`src/rtl/core/gfwd_pkg.sv`:
```
// ----------------------------------------------------------------------------
// gfwd_pkg
// Shared types and constants of the gait freeze window detector.
// ----------------------------------------------------------------------------
`timescale 1ns / 1ps

package gfwd_pkg;

	localparam int MAX_WINDOW_DEF = 1024;
	localparam int CFG_DATA_W     = 16;
	localparam int CFG_IDX_W      = 3;
	localparam int MAG_W          = 16;
	localparam int SUM_W          = 26;
	localparam int STEP_W         = 10;
	localparam int WCNT_W         = 8;
	localparam int QUEUE_DEPTH    = 4;
	localparam int ROOT_STEPS     = 16;

	// Register indexes of the configuration port
	typedef enum logic [CFG_IDX_W-1:0] {
		REG_WINDOW_LENGTH      = 3'd0,
		REG_STEP_THRESHOLD     = 3'd1,
		REG_WALK_THRESHOLD     = 3'd2,
		REG_FREEZE_THRESHOLD   = 3'd3,
		REG_REST_THRESHOLD     = 3'd4,
		REG_MIN_STEPS          = 3'd5,
		REG_MIN_WALK_WINDOWS   = 3'd6,
		REG_MIN_FREEZE_WINDOWS = 3'd7
	} cfg_reg_t;

	typedef struct packed {
		logic [10:0]       window_length;
		logic [15:0]       step_threshold;
		logic [15:0]       walk_threshold;
		logic [15:0]       freeze_threshold;
		logic [15:0]       rest_threshold;
		logic [STEP_W-1:0] min_steps;
		logic [WCNT_W-1:0] min_walk_windows;
		logic [WCNT_W-1:0] min_freeze_windows;
	} cfg_t;

	localparam cfg_t CFG_RESET = '{
		window_length:      11'd156,
		step_threshold:     16'd9830,
		walk_threshold:     16'd2458,
		freeze_threshold:   16'd1966,
		rest_threshold:     16'd819,
		min_steps:          10'd4,
		min_walk_windows:   8'd2,
		min_freeze_windows: 8'd2
	};

	typedef struct packed {
		logic              freeze_detected;
		logic              walking_now;
		logic [STEP_W-1:0] window_steps;
		logic [SUM_W-1:0]  movement_sum;
	} result_t;

	typedef enum logic [1:0] {
		F_IDLE,
		F_SQUARE,
		F_ROOT,
		F_PUSH
	} front_state_t;

	typedef enum logic [1:0] {
		B_IDLE,
		B_COMPARE,
		B_DECIDE
	} back_state_t;

endpackage

```
`src/rtl/core/gfwd_front.sv`:
```
// ----------------------------------------------------------------------------
// gfwd_front
// Accepts one sample, sums the three squares with a shared multiplier and
// takes the integer square root one bit pair per cycle.
// ----------------------------------------------------------------------------
`timescale 1ns / 1ps

module gfwd_front import gfwd_pkg::*; (
	input  logic               clk,
	input  logic               arst_n,
	input  logic               in_valid,
	output logic               in_ready,
	input  logic signed [15:0] accel_x_raw,
	input  logic signed [15:0] accel_y_raw,
	input  logic signed [15:0] accel_z_raw,
	output logic               push_valid,
	input  logic               push_ready,
	output logic [MAG_W-1:0]   push_mag
);

	localparam int ITER_W = $clog2(ROOT_STEPS);

	front_state_t state_q, state_d;

	logic [16:0]       a0_q, a1_q, a2_q;
	logic [31:0]       acc_q;
	logic [31:0]       root_q;
	logic [31:0]       bit_q;
	logic [ITER_W-1:0] iter_q;

	logic [33:0] sq;
	logic [31:0] trial;
	logic        take;

	function automatic logic [16:0] abs16(input logic signed [15:0] v);
		logic [16:0] e;
		e = {v[15], v};
		return v[15] ? (~e + 17'd1) : e;
	endfunction

	assign sq    = 34'(a0_q) * 34'(a0_q);
	assign trial = root_q + bit_q;
	assign take  = in_valid && in_ready;

	// State register
	always_ff @(posedge clk or negedge arst_n) begin
		if (!arst_n) begin
			state_q <= F_IDLE;
		end else begin
			state_q <= state_d;
		end
	end

	// Next state and handshake outputs
	always_comb begin
		state_d    = state_q;
		in_ready   = 1'b0;
		push_valid = 1'b0;
		case (state_q)
			F_IDLE: begin
				in_ready = 1'b1;
				if (in_valid) state_d = F_SQUARE;
			end
			F_SQUARE: begin
				if (iter_q == ITER_W'(2)) state_d = F_ROOT;
			end
			F_ROOT: begin
				if (iter_q == ITER_W'(ROOT_STEPS - 1)) state_d = F_PUSH;
			end
			F_PUSH: begin
				push_valid = 1'b1;
				if (push_ready) state_d = F_IDLE;
			end
			default: state_d = F_IDLE;
		endcase
	end

	// Iteration counter
	always_ff @(posedge clk or negedge arst_n) begin
		if (!arst_n) begin
			iter_q <= '0;
		end else if (take) begin
			iter_q <= '0;
		end else if (state_q == F_SQUARE && iter_q == ITER_W'(2)) begin
			iter_q <= '0;
		end else if (state_q == F_SQUARE || state_q == F_ROOT) begin
			iter_q <= iter_q + ITER_W'(1);
		end
	end

	// Datapath: square sum, then restoring square root
	always_ff @(posedge clk) begin
		if (take) begin
			a0_q  <= abs16(accel_x_raw);
			a1_q  <= abs16(accel_y_raw);
			a2_q  <= abs16(accel_z_raw);
			acc_q <= '0;
		end else if (state_q == F_SQUARE) begin
			acc_q <= acc_q + sq[31:0];
			a0_q  <= a1_q;
			a1_q  <= a2_q;
			root_q <= '0;
			bit_q  <= 32'h4000_0000;
		end else if (state_q == F_ROOT) begin
			if (acc_q >= trial) begin
				acc_q  <= acc_q - trial;
				root_q <= (root_q >> 1) + bit_q;
			end else begin
				root_q <= root_q >> 1;
			end
			bit_q <= bit_q >> 2;
		end
	end

	assign push_mag = root_q[MAG_W-1:0];

endmodule

```
`src/rtl/core/gfwd_queue.sv`:
```
// ----------------------------------------------------------------------------
// gfwd_queue
// Short FIFO of sample magnitudes between the front and the back.
// ----------------------------------------------------------------------------
`timescale 1ns / 1ps

module gfwd_queue import gfwd_pkg::*; (
	input  logic             clk,
	input  logic             arst_n,
	input  logic             push_valid,
	output logic             push_ready,
	input  logic [MAG_W-1:0] push_mag,
	output logic             pop_valid,
	input  logic             pop_ready,
	output logic [MAG_W-1:0] pop_mag
);

	localparam int PTR_W = (QUEUE_DEPTH > 1) ? $clog2(QUEUE_DEPTH) : 1;
	localparam int CNT_W = $clog2(QUEUE_DEPTH + 1);

	logic [MAG_W-1:0] entry_q [QUEUE_DEPTH];
	logic [PTR_W-1:0] wr_ptr_q, rd_ptr_q;
	logic [CNT_W-1:0] fill_q;
	logic             do_push, do_pop;

	assign push_ready = (fill_q != CNT_W'(QUEUE_DEPTH));
	assign pop_valid  = (fill_q != '0);
	assign do_push    = push_valid && push_ready;
	assign do_pop     = pop_valid && pop_ready;
	assign pop_mag    = entry_q[rd_ptr_q];

	function automatic logic [PTR_W-1:0] wrap_inc(input logic [PTR_W-1:0] p);
		return (p == PTR_W'(QUEUE_DEPTH - 1)) ? '0 : p + PTR_W'(1);
	endfunction

	// Pointers and fill level
	always_ff @(posedge clk or negedge arst_n) begin
		if (!arst_n) begin
			wr_ptr_q <= '0;
			rd_ptr_q <= '0;
			fill_q   <= '0;
		end else begin
			if (do_push) wr_ptr_q <= wrap_inc(wr_ptr_q);
			if (do_pop) rd_ptr_q <= wrap_inc(rd_ptr_q);
			if (do_push && !do_pop) fill_q <= fill_q + CNT_W'(1);
			else if (do_pop && !do_push) fill_q <= fill_q - CNT_W'(1);
		end
	end

	// Storage
	always_ff @(posedge clk) begin
		if (do_push) entry_q[wr_ptr_q] <= push_mag;
	end

endmodule

```
`src/rtl/core/gfwd_back.sv`:
```
// ----------------------------------------------------------------------------
// gfwd_back
// Window accumulation of magnitude changes, threshold comparison at window
// end and the walking / freeze decision with its output register.
// ----------------------------------------------------------------------------
`timescale 1ns / 1ps

module gfwd_back import gfwd_pkg::*; #(
	parameter int MAX_WINDOW = MAX_WINDOW_DEF
) (
	input  logic             clk,
	input  logic             arst_n,
	input  cfg_t             cfg,
	input  logic             pop_valid,
	output logic             pop_ready,
	input  logic [MAG_W-1:0] pop_mag,
	output logic             out_valid,
	input  logic             out_ready,
	output result_t          result
);

	localparam int LEN_W  = $clog2(MAX_WINDOW + 1);
	localparam int PROD_W = 16 + LEN_W;
	localparam int CMP_W  = (PROD_W > SUM_W) ? PROD_W : SUM_W;

	back_state_t state_q, state_d;

	logic [LEN_W-1:0]  count_q;
	logic [MAG_W-1:0]  prev_q;
	logic [SUM_W-1:0]  sum_q;
	logic [STEP_W-1:0] steps_q;
	logic [WCNT_W-1:0] walk_cnt_q, still_cnt_q;
	logic              was_walking_q, is_walking_q;
	logic [1:0]        sel_q;
	logic              walk_gt_q, freeze_lt_q, rest_lt_q;
	logic              out_valid_q;
	result_t           result_q;

	logic [LEN_W-1:0]  len;
	logic [LEN_W-1:0]  count_inc;
	logic              window_end;
	logic              take;
	logic [MAG_W-1:0]  delta;
	logic [SUM_W:0]    sum_add;
	logic [15:0]       thr;
	logic [PROD_W-1:0] prod;
	logic              emit;

	// Decision outcome
	logic              walk_win, still_win, rest_win;
	logic [WCNT_W-1:0] walk_inc, still_inc;
	logic [WCNT_W-1:0] walk_cnt_d, still_cnt_d;
	logic              was_walking_d, is_walking_d, freeze_d;

	// Window length limited to the legal range
	always_comb begin
		if (32'(cfg.window_length) < 2) begin
			len = LEN_W'(2);
		end else if (32'(cfg.window_length) > MAX_WINDOW) begin
			len = LEN_W'(MAX_WINDOW);
		end else begin
			len = LEN_W'(cfg.window_length);
		end
	end

	assign count_inc  = count_q + LEN_W'(1);
	assign window_end = (count_inc >= len);
	assign take       = pop_valid && pop_ready;
	assign delta      = (pop_mag >= prev_q) ? (pop_mag - prev_q) : (prev_q - pop_mag);
	assign sum_add    = {1'b0, sum_q} + (SUM_W + 1)'(delta);
	assign emit       = (state_q == B_DECIDE) && (!out_valid_q || out_ready);

	// Threshold times length, one threshold per cycle
	always_comb begin
		case (sel_q)
			2'd0:    thr = cfg.walk_threshold;
			2'd1:    thr = cfg.freeze_threshold;
			default: thr = cfg.rest_threshold;
		endcase
		prod = PROD_W'(thr) * PROD_W'(len);
	end

	// State register
	always_ff @(posedge clk or negedge arst_n) begin
		if (!arst_n) begin
			state_q <= B_IDLE;
		end else begin
			state_q <= state_d;
		end
	end

	// Next state and queue handshake
	always_comb begin
		state_d   = state_q;
		pop_ready = 1'b0;
		case (state_q)
			B_IDLE: begin
				pop_ready = 1'b1;
				if (pop_valid && window_end) state_d = B_COMPARE;
			end
			B_COMPARE: begin
				if (sel_q == 2'd2) state_d = B_DECIDE;
			end
			B_DECIDE: begin
				if (!out_valid_q || out_ready) state_d = B_IDLE;
			end
			default: state_d = B_IDLE;
		endcase
	end

	// Window accumulation
	always_ff @(posedge clk or negedge arst_n) begin
		if (!arst_n) begin
			count_q <= '0;
			prev_q  <= '0;
			sum_q   <= '0;
			steps_q <= '0;
		end else if (take) begin
			prev_q  <= pop_mag;
			count_q <= window_end ? '0 : count_inc;
			if (count_q == '0) begin
				sum_q   <= '0;
				steps_q <= '0;
			end else begin
				sum_q <= sum_add[SUM_W] ? {SUM_W{1'b1}} : sum_add[SUM_W-1:0];
				if (delta > cfg.step_threshold && steps_q != {STEP_W{1'b1}}) begin
					steps_q <= steps_q + STEP_W'(1);
				end
			end
		end
	end

	// Comparison sequencer
	always_ff @(posedge clk or negedge arst_n) begin
		if (!arst_n) begin
			sel_q <= '0;
		end else if (state_q == B_COMPARE) begin
			sel_q <= (sel_q == 2'd2) ? 2'd0 : sel_q + 2'd1;
		end
	end

	always_ff @(posedge clk) begin
		if (state_q == B_COMPARE) begin
			case (sel_q)
				2'd0:    walk_gt_q   <= CMP_W'(sum_q) > CMP_W'(prod);
				2'd1:    freeze_lt_q <= CMP_W'(sum_q) < CMP_W'(prod);
				default: rest_lt_q   <= CMP_W'(sum_q) < CMP_W'(prod);
			endcase
		end
	end

	// Walking / still / rest decision
	always_comb begin
		walk_win      = (steps_q >= cfg.min_steps) && walk_gt_q;
		still_win     = was_walking_q && freeze_lt_q;
		rest_win      = rest_lt_q;
		walk_inc      = (walk_cnt_q != {WCNT_W{1'b1}}) ? walk_cnt_q + WCNT_W'(1) : walk_cnt_q;
		still_inc     = (still_cnt_q != {WCNT_W{1'b1}}) ? still_cnt_q + WCNT_W'(1)
		                                                 : still_cnt_q;
		walk_cnt_d    = walk_cnt_q;
		still_cnt_d   = still_cnt_q;
		was_walking_d = was_walking_q;
		is_walking_d  = is_walking_q;
		freeze_d      = 1'b0;
		if (walk_win) begin
			walk_cnt_d  = walk_inc;
			still_cnt_d = '0;
			if (walk_inc >= cfg.min_walk_windows) begin
				is_walking_d  = 1'b1;
				was_walking_d = 1'b1;
			end
		end else if (still_win) begin
			still_cnt_d = still_inc;
			walk_cnt_d  = '0;
			if (still_inc >= cfg.min_freeze_windows) begin
				is_walking_d  = 1'b0;
				was_walking_d = 1'b0;
				still_cnt_d   = '0;
				freeze_d      = 1'b1;
			end
		end else if (rest_win) begin
			walk_cnt_d   = '0;
			still_cnt_d  = '0;
			is_walking_d = 1'b0;
		end
	end

	// Detector state
	always_ff @(posedge clk or negedge arst_n) begin
		if (!arst_n) begin
			walk_cnt_q    <= '0;
			still_cnt_q   <= '0;
			was_walking_q <= 1'b0;
			is_walking_q  <= 1'b0;
		end else if (emit) begin
			walk_cnt_q    <= walk_cnt_d;
			still_cnt_q   <= still_cnt_d;
			was_walking_q <= was_walking_d;
			is_walking_q  <= is_walking_d;
		end
	end

	// Output register
	always_ff @(posedge clk or negedge arst_n) begin
		if (!arst_n) begin
			out_valid_q <= 1'b0;
		end else if (emit) begin
			out_valid_q <= 1'b1;
		end else if (out_ready) begin
			out_valid_q <= 1'b0;
		end
	end

	always_ff @(posedge clk) begin
		if (emit) begin
			result_q.freeze_detected <= freeze_d;
			result_q.walking_now     <= is_walking_d;
			result_q.window_steps    <= steps_q;
			result_q.movement_sum    <= sum_q;
		end
	end

	assign out_valid = out_valid_q;
	assign result    = result_q;

endmodule

```
`src/rtl/core/gait_freeze_window_detector.sv`:
```
// Gait freeze window detector.
// Input channel: in_valid/in_ready with one accelerometer sample per
// transaction (accel_x_raw, accel_y_raw, accel_z_raw, signed 16 bit).
// Output channel: out_valid/out_ready with one result per completed window
// (freeze_detected, walking_now, window_steps, movement_sum); samples that
// do not close a window give no result.
// Configuration: cfg_we writes cfg_data into register cfg_index;
// write only while no sample is in flight.
// Front: a new sample is accepted only in the idle state; each sample then
// passes the shared squaring multiplier for the three axes, the bit-pair
// square root and a push into the queue, which waits while the queue is full.
// Result path: a window-closing sample leaves the queue and then passes the
// walk, freeze and rest comparisons and the decision step before its result
// is registered in the output register.
// Stall: the result waits in the output register while out_ready is low;
// the back keeps accumulating queued samples and holds only a window end.
// The four-entry queue then fills and in_ready stays low.
// Reset: arst_n clears all counters, the walking and valid flags and the queue
// and loads the default configuration; no clearing pass is needed.
// ----------------------------------------------------------------------------
// gait_freeze_window_detector
// Top level: configuration registers, front, queue and back.
// ----------------------------------------------------------------------------
`timescale 1ns / 1ps

module gait_freeze_window_detector import gfwd_pkg::*; #(
	parameter int MAX_WINDOW = MAX_WINDOW_DEF
) (
	input  logic                  clk,
	input  logic                  arst_n,
	input  logic                  cfg_we,
	input  logic [CFG_IDX_W-1:0]  cfg_index,
	input  logic [CFG_DATA_W-1:0] cfg_data,
	input  logic                  in_valid,
	output logic                  in_ready,
	input  logic signed [15:0]    accel_x_raw,
	input  logic signed [15:0]    accel_y_raw,
	input  logic signed [15:0]    accel_z_raw,
	output logic                  out_valid,
	input  logic                  out_ready,
	output logic                  freeze_detected,
	output logic                  walking_now,
	output logic [STEP_W-1:0]     window_steps,
	output logic [SUM_W-1:0]      movement_sum
);

	cfg_t             cfg_q;
	result_t          result;
	logic             push_valid, push_ready;
	logic [MAG_W-1:0] push_mag;
	logic             pop_valid, pop_ready;
	logic [MAG_W-1:0] pop_mag;

	// Configuration registers
	always_ff @(posedge clk or negedge arst_n) begin
		if (!arst_n) begin
			cfg_q <= CFG_RESET;
		end else if (cfg_we) begin
			case (cfg_reg_t'(cfg_index))
				REG_WINDOW_LENGTH:      cfg_q.window_length      <= cfg_data[10:0];
				REG_STEP_THRESHOLD:     cfg_q.step_threshold     <= cfg_data;
				REG_WALK_THRESHOLD:     cfg_q.walk_threshold     <= cfg_data;
				REG_FREEZE_THRESHOLD:   cfg_q.freeze_threshold   <= cfg_data;
				REG_REST_THRESHOLD:     cfg_q.rest_threshold     <= cfg_data;
				REG_MIN_STEPS:          cfg_q.min_steps          <= cfg_data[STEP_W-1:0];
				REG_MIN_WALK_WINDOWS:   cfg_q.min_walk_windows   <= cfg_data[WCNT_W-1:0];
				REG_MIN_FREEZE_WINDOWS: cfg_q.min_freeze_windows <= cfg_data[WCNT_W-1:0];
				default: ;
			endcase
		end
	end

	gfwd_front u_front (
		.clk         (clk),
		.arst_n      (arst_n),
		.in_valid    (in_valid),
		.in_ready    (in_ready),
		.accel_x_raw (accel_x_raw),
		.accel_y_raw (accel_y_raw),
		.accel_z_raw (accel_z_raw),
		.push_valid  (push_valid),
		.push_ready  (push_ready),
		.push_mag    (push_mag)
	);

	gfwd_queue u_queue (
		.clk        (clk),
		.arst_n     (arst_n),
		.push_valid (push_valid),
		.push_ready (push_ready),
		.push_mag   (push_mag),
		.pop_valid  (pop_valid),
		.pop_ready  (pop_ready),
		.pop_mag    (pop_mag)
	);

	gfwd_back #(
		.MAX_WINDOW (MAX_WINDOW)
	) u_back (
		.clk       (clk),
		.arst_n    (arst_n),
		.cfg       (cfg_q),
		.pop_valid (pop_valid),
		.pop_ready (pop_ready),
		.pop_mag   (pop_mag),
		.out_valid (out_valid),
		.out_ready (out_ready),
		.result    (result)
	);

	assign freeze_detected = result.freeze_detected;
	assign walking_now     = result.walking_now;
	assign window_steps    = result.window_steps;
	assign movement_sum    = result.movement_sum;

endmodule

```
`config.mk`:
```
export PLATFORM = sky130hd
export DESIGN_NAME = gait_freeze_window_detector
export DESIGN_NICKNAME = d
export VERILOG_FILES = /design/src/rtl/core/gfwd_pkg.sv /design/src/rtl/core/gfwd_front.sv /design/src/rtl/core/gfwd_queue.sv /design/src/rtl/core/gfwd_back.sv /design/src/rtl/core/gait_freeze_window_detector.sv
export SDC_FILE = /design/constraint.sdc
export NUM_CORES = 2
export LEC_CHECK = 0
export BUFFER_PORTS_ARGS = -buffer_cell sky130_fd_sc_hd__clkbuf_2
export CAP_MARGIN = 20
export CORE_ASPECT_RATIO = 1.5
export CORE_MARGIN = 5
export CORE_UTILIZATION = 59
export DETAILED_ROUTE_END_ITERATION = 8
export PLACE_DENSITY = 0.79
export SLEW_MARGIN = 20
export SYNTH_ARGS = -nofsm -noshare
export SYNTH_HDL_FRONTEND = slang
export SYNTH_SLANG_ARGS = --single-unit
```
`constraint.sdc`:
```
create_clock -name clk -period 7.6 [get_ports clk]
set_input_delay 0.38 -clock clk [delete_from_list [all_inputs] [get_ports clk]]
set_output_delay 0.38 -clock clk [all_outputs]
set_load 0.02 [all_outputs]
```
==> impl_results.md <==
* Synthesized area at 0.04049 mm2
* Synth Area in Compound Gates at 12.80%
* Post-Synthesis Cells at 4186
* Detailed Route WL at 104.6 mm
* Max-Cap Viols at 0
* Grt total ovfl at 0
* Vias in the first global route at 32971
* Clock Latency Late Sink at 0.62 ns
* Vias after detailed routing at 31188
* DRT iter0 DRCs at 1755
* WS Path Type: reg -> reg
* DRT antenna net count at 0
* Status: completed
* I/O pin count at 112
* Commonest non-fill, non-tap cell in the layout: inv_1
* Hold Crit Class: in -> reg
* Clock root cell: clkbuf_16
* XOR/XNOR Fraction of Synth Area at 4.954%
* Router iterations before antenna repair at 7
* Area of the core at 0.06793 mm2
* Achievable frequency at 0.1338 GHz
* Clk sink count at 436
* Wire per inst at 19.71 um
* CP Capture Type: flip-flop
* CP most frequent cell: buf_4
* Final hold violations at 0
* CP max stage cell: fa_1
* Drt via density at 5.878
* Num CTS Buffers at 46
* Reg clk slew, reported paths at 0.06 ns
* Crit path arrival time at 7.84 ns
* Post-layout minimum cycle time at 7.473 ns
* Post-route design area at 0.04499 mm2
* Std-Cell Rows at 117
* Slew HR at 25.27%
* EDFF count, synth at 204
* # H-tree levels at 2
* Seq cells post-synth at 436
* Commonest non-fill, non-tap cells in the layout: inv_1 (600), nand2_1 (428), ha_1 (366)
* Mapped Nets at 4988
* Final RePlAce weighted congestion at 1.002
* Flop-to-flop setup slack at 0.13 ns
* Ys async rst share at 45.87%
* Fin crit share at 98.33%
* Antenna cells at 0
* Crit start category: flip-flop
* Sequential element share of the synthesized area at 29.18%
* Buffers added on ports at 111
* First-pass GRT wire length at 168.4 mm
* Final setup vio count at 0
* Starting Density at 59.60%
* Largest net degree at the start of global routing at 161
* DP HPWL at 82.15 mm
* Slew Limit Fails at 0
* Die width at 223.9 um
* Antenna violations before repair at 0
* Max FO, Critical Path at 6
* Main combinational cell family by area after synthesis: adder cells
* Clock Path Buffers at 3
* Die Ht at 330.8 um
* DIE AREA at 0.07407 mm2
* Area grow syn2layout at 11.12%
* Clock Skews at 0.03149 ns
* Post-route DRC at 0
* Mapped Avg Cell Area at 9.672 um2
* CTS tree: yes
* Actual slew at the worst max-slew pin at 1.121 ns
* Layout cells sized above 1 at 14.07%
* Required @ worst endpoint at 7.97 ns
* Post-Synth Adder-Cell Area at 29.11%
* Yosys cell types at 96
* Post-synth top flop: edfxtp_1
* Post-synthesis simple-gate area fraction at 12.57%
* GR Util All Layers at 28.43%
* Crit-path max cell delay at 0.54 ns
* Final nets at 5179
* Multiplexer share of the synthesized area at 4.336%
* Synth warn at 0
* Fin util at 66.23%
* DP Area at 0.04285 mm2
worst max-delay path: cells and delay by family, from the launching register on:
family	cells	cell delay, ns
and+or+nand+nor	11	1.74
DFF	1	0.41
buffers and inverters	18	2.10
AOI/OAI and AO/OA	4	0.65
xor gates and xnor gates	1	0.17
adders and majority gates	5	2.15
worst paths after layout:
| kind | startpoint | to | cells after the start |
|---|---|---|---|
| worst max-delay path | cfg_q[99]$_DFFE_PN0P_ | u_back.freeze_lt_q$_DFFE_PP_ | 39 |
| worst min-delay path | accel_z_raw[12] | u_front.a2_q[12]$_DFFE_PP_ | 2 |
| worst max register to register | cfg_q[99]$_DFFE_PN0P_ | u_back.freeze_lt_q$_DFFE_PP_ | 39 |
| worst min register to register | cfg_q[10]$_DFFE_PN0P_ | cfg_q[10]$_DFFE_PN0P_ | 1 |
| max in group asynchronous | arst_n | cfg_q[29]$_DFFE_PN0P_ | 3 |
| min in group asynchronous | arst_n | u_back.sum_q[20]$_DFFE_PN0P_ | 2 |
timing repair:
action | CTS | global route
resized for setup | 12 | 83
setup buffers | 10 | 4
setup endpoints to repair | 3 | 3
endpoints found under the hold margin | 41 | 0
hold buffers | 2 | 0
pin swaps | 9 | 67
sequential cells by signal, indices dropped and copies added, names as in the netlist, 2 cells and up:
| register | cells |
|---|---|
| cfg_q | 101 |
| u_back.count_q | 11 |
| u_back.prev_q | 16 |
| u_back.result | 38 |
| u_back.sel_q | 2 |
| u_back.state_q | 2 |
| u_back.steps_q | 10 |
| u_back.still_cnt_q | 8 |
| u_back.sum_q | 26 |
| u_back.walk_cnt_q | 8 |
| u_front.a0_q | 17 |
| u_front.a1_q | 17 |
| u_front.a2_q | 17 |
| u_front.acc_q | 32 |
| u_front.bit_q | 16 |
| u_front.iter_q | 4 |
| u_front.root_q | 32 |
| u_front.state_q | 2 |
| u_queue.entry_q | 64 |
| u_queue.fill_q | 3 |
| u_queue.rd_ptr_q | 2 |
| u_queue.wr_ptr_q | 2 |
final cells by class:
class | count | area, um2
well taps | 892 | 1116
repair buffers | 276 | 1891
flip-flops and latches | 436 | 11810
inverters | 619 | 2330
multi-input cells | 2998 | 26210
clock inverters | 27 | 377.9
clock buffers | 58 | 1256
fillers | 5273 | 22940
routing by layer:
layer | track usage (%) | part of all wire (%)
met5 | 0 | 0
met1 | 29.14 | 34
met4 | 19.96 | 8.7
met3 | 3.404 | 4.2
met2 | 53.30 | 53
Yosys cell counts, types with 33 or more instances:
| library cell | number | area (um2) |
|---|---|---|
| a21o_1 | 90 | 675.7 |
| ha_1 | 377 | 4717 |
| fa_1 | 353 | 7067 |
| clkbuf_1 | 116 | 435.4 |
| nand3_1 | 49 | 245.2 |
| inv_1 | 612 | 2297 |
| o21ai_0 | 220 | 1101 |
| nor2_1 | 260 | 975.9 |
| a211oi_1 | 49 | 367.9 |
| xor2_1 | 117 | 1025 |
| dfrtp_1 | 166 | 4154 |
| xnor2_1 | 112 | 980.9 |
| a31oi_1 | 33 | 206.5 |
| nand2b_1 | 39 | 244.0 |
| nor2b_1 | 52 | 325.3 |
| nand4_1 | 33 | 206.5 |
| edfxtp_1 | 204 | 6126 |
| o21a_1 | 36 | 270.3 |
| nor3_1 | 47 | 235.2 |
| mux2_2 | 95 | 1070 |
| dfstp_2 | 34 | 893.4 |
| a21oi_1 | 177 | 885.9 |
| and2_1 | 74 | 462.9 |
| nand2_1 | 433 | 1625 |
kinds of logic (layout without fill, tap and decap cells):
| kind of cell | count (synthesis) | count (layout) |
|---|---|---|
| adders and majority gates | 730 | 730 |
| and+or+nand+nor | 1097 | 1097 |
| DFF | 436 | 436 |
| muxes | 143 | 143 |
| other | 1 | 1 |
| xor gates and xnor gates | 229 | 229 |
| buffers and inverters | 752 | 980 |
| AOI/OAI and AO/OA | 798 | 798 |
through the flow:
stage / TNS (ns) / setup WS, ns / cells / hold WS (ns)
2_1_floorplan: 0 / 0.01419 / 4186 / 0.08441
3_3_place_gp: -0.2359 / -0.1108 / 5205 / 0.3312
3_5_place_dp: -0.5716 / -0.2090 / 5205 / 0.3369
4_1_cts: 0 / 0.001267 / 5302 / 0.04586
5_1_grt: -0.4607 / -0.1610 / 5306 / 0.06478
6_report: 0 / 0.1273 / 5306 / 0.07900
Power is not shown: default switching activity piles up to over one toggle a cycle in this logic, so the estimate is an artifact.
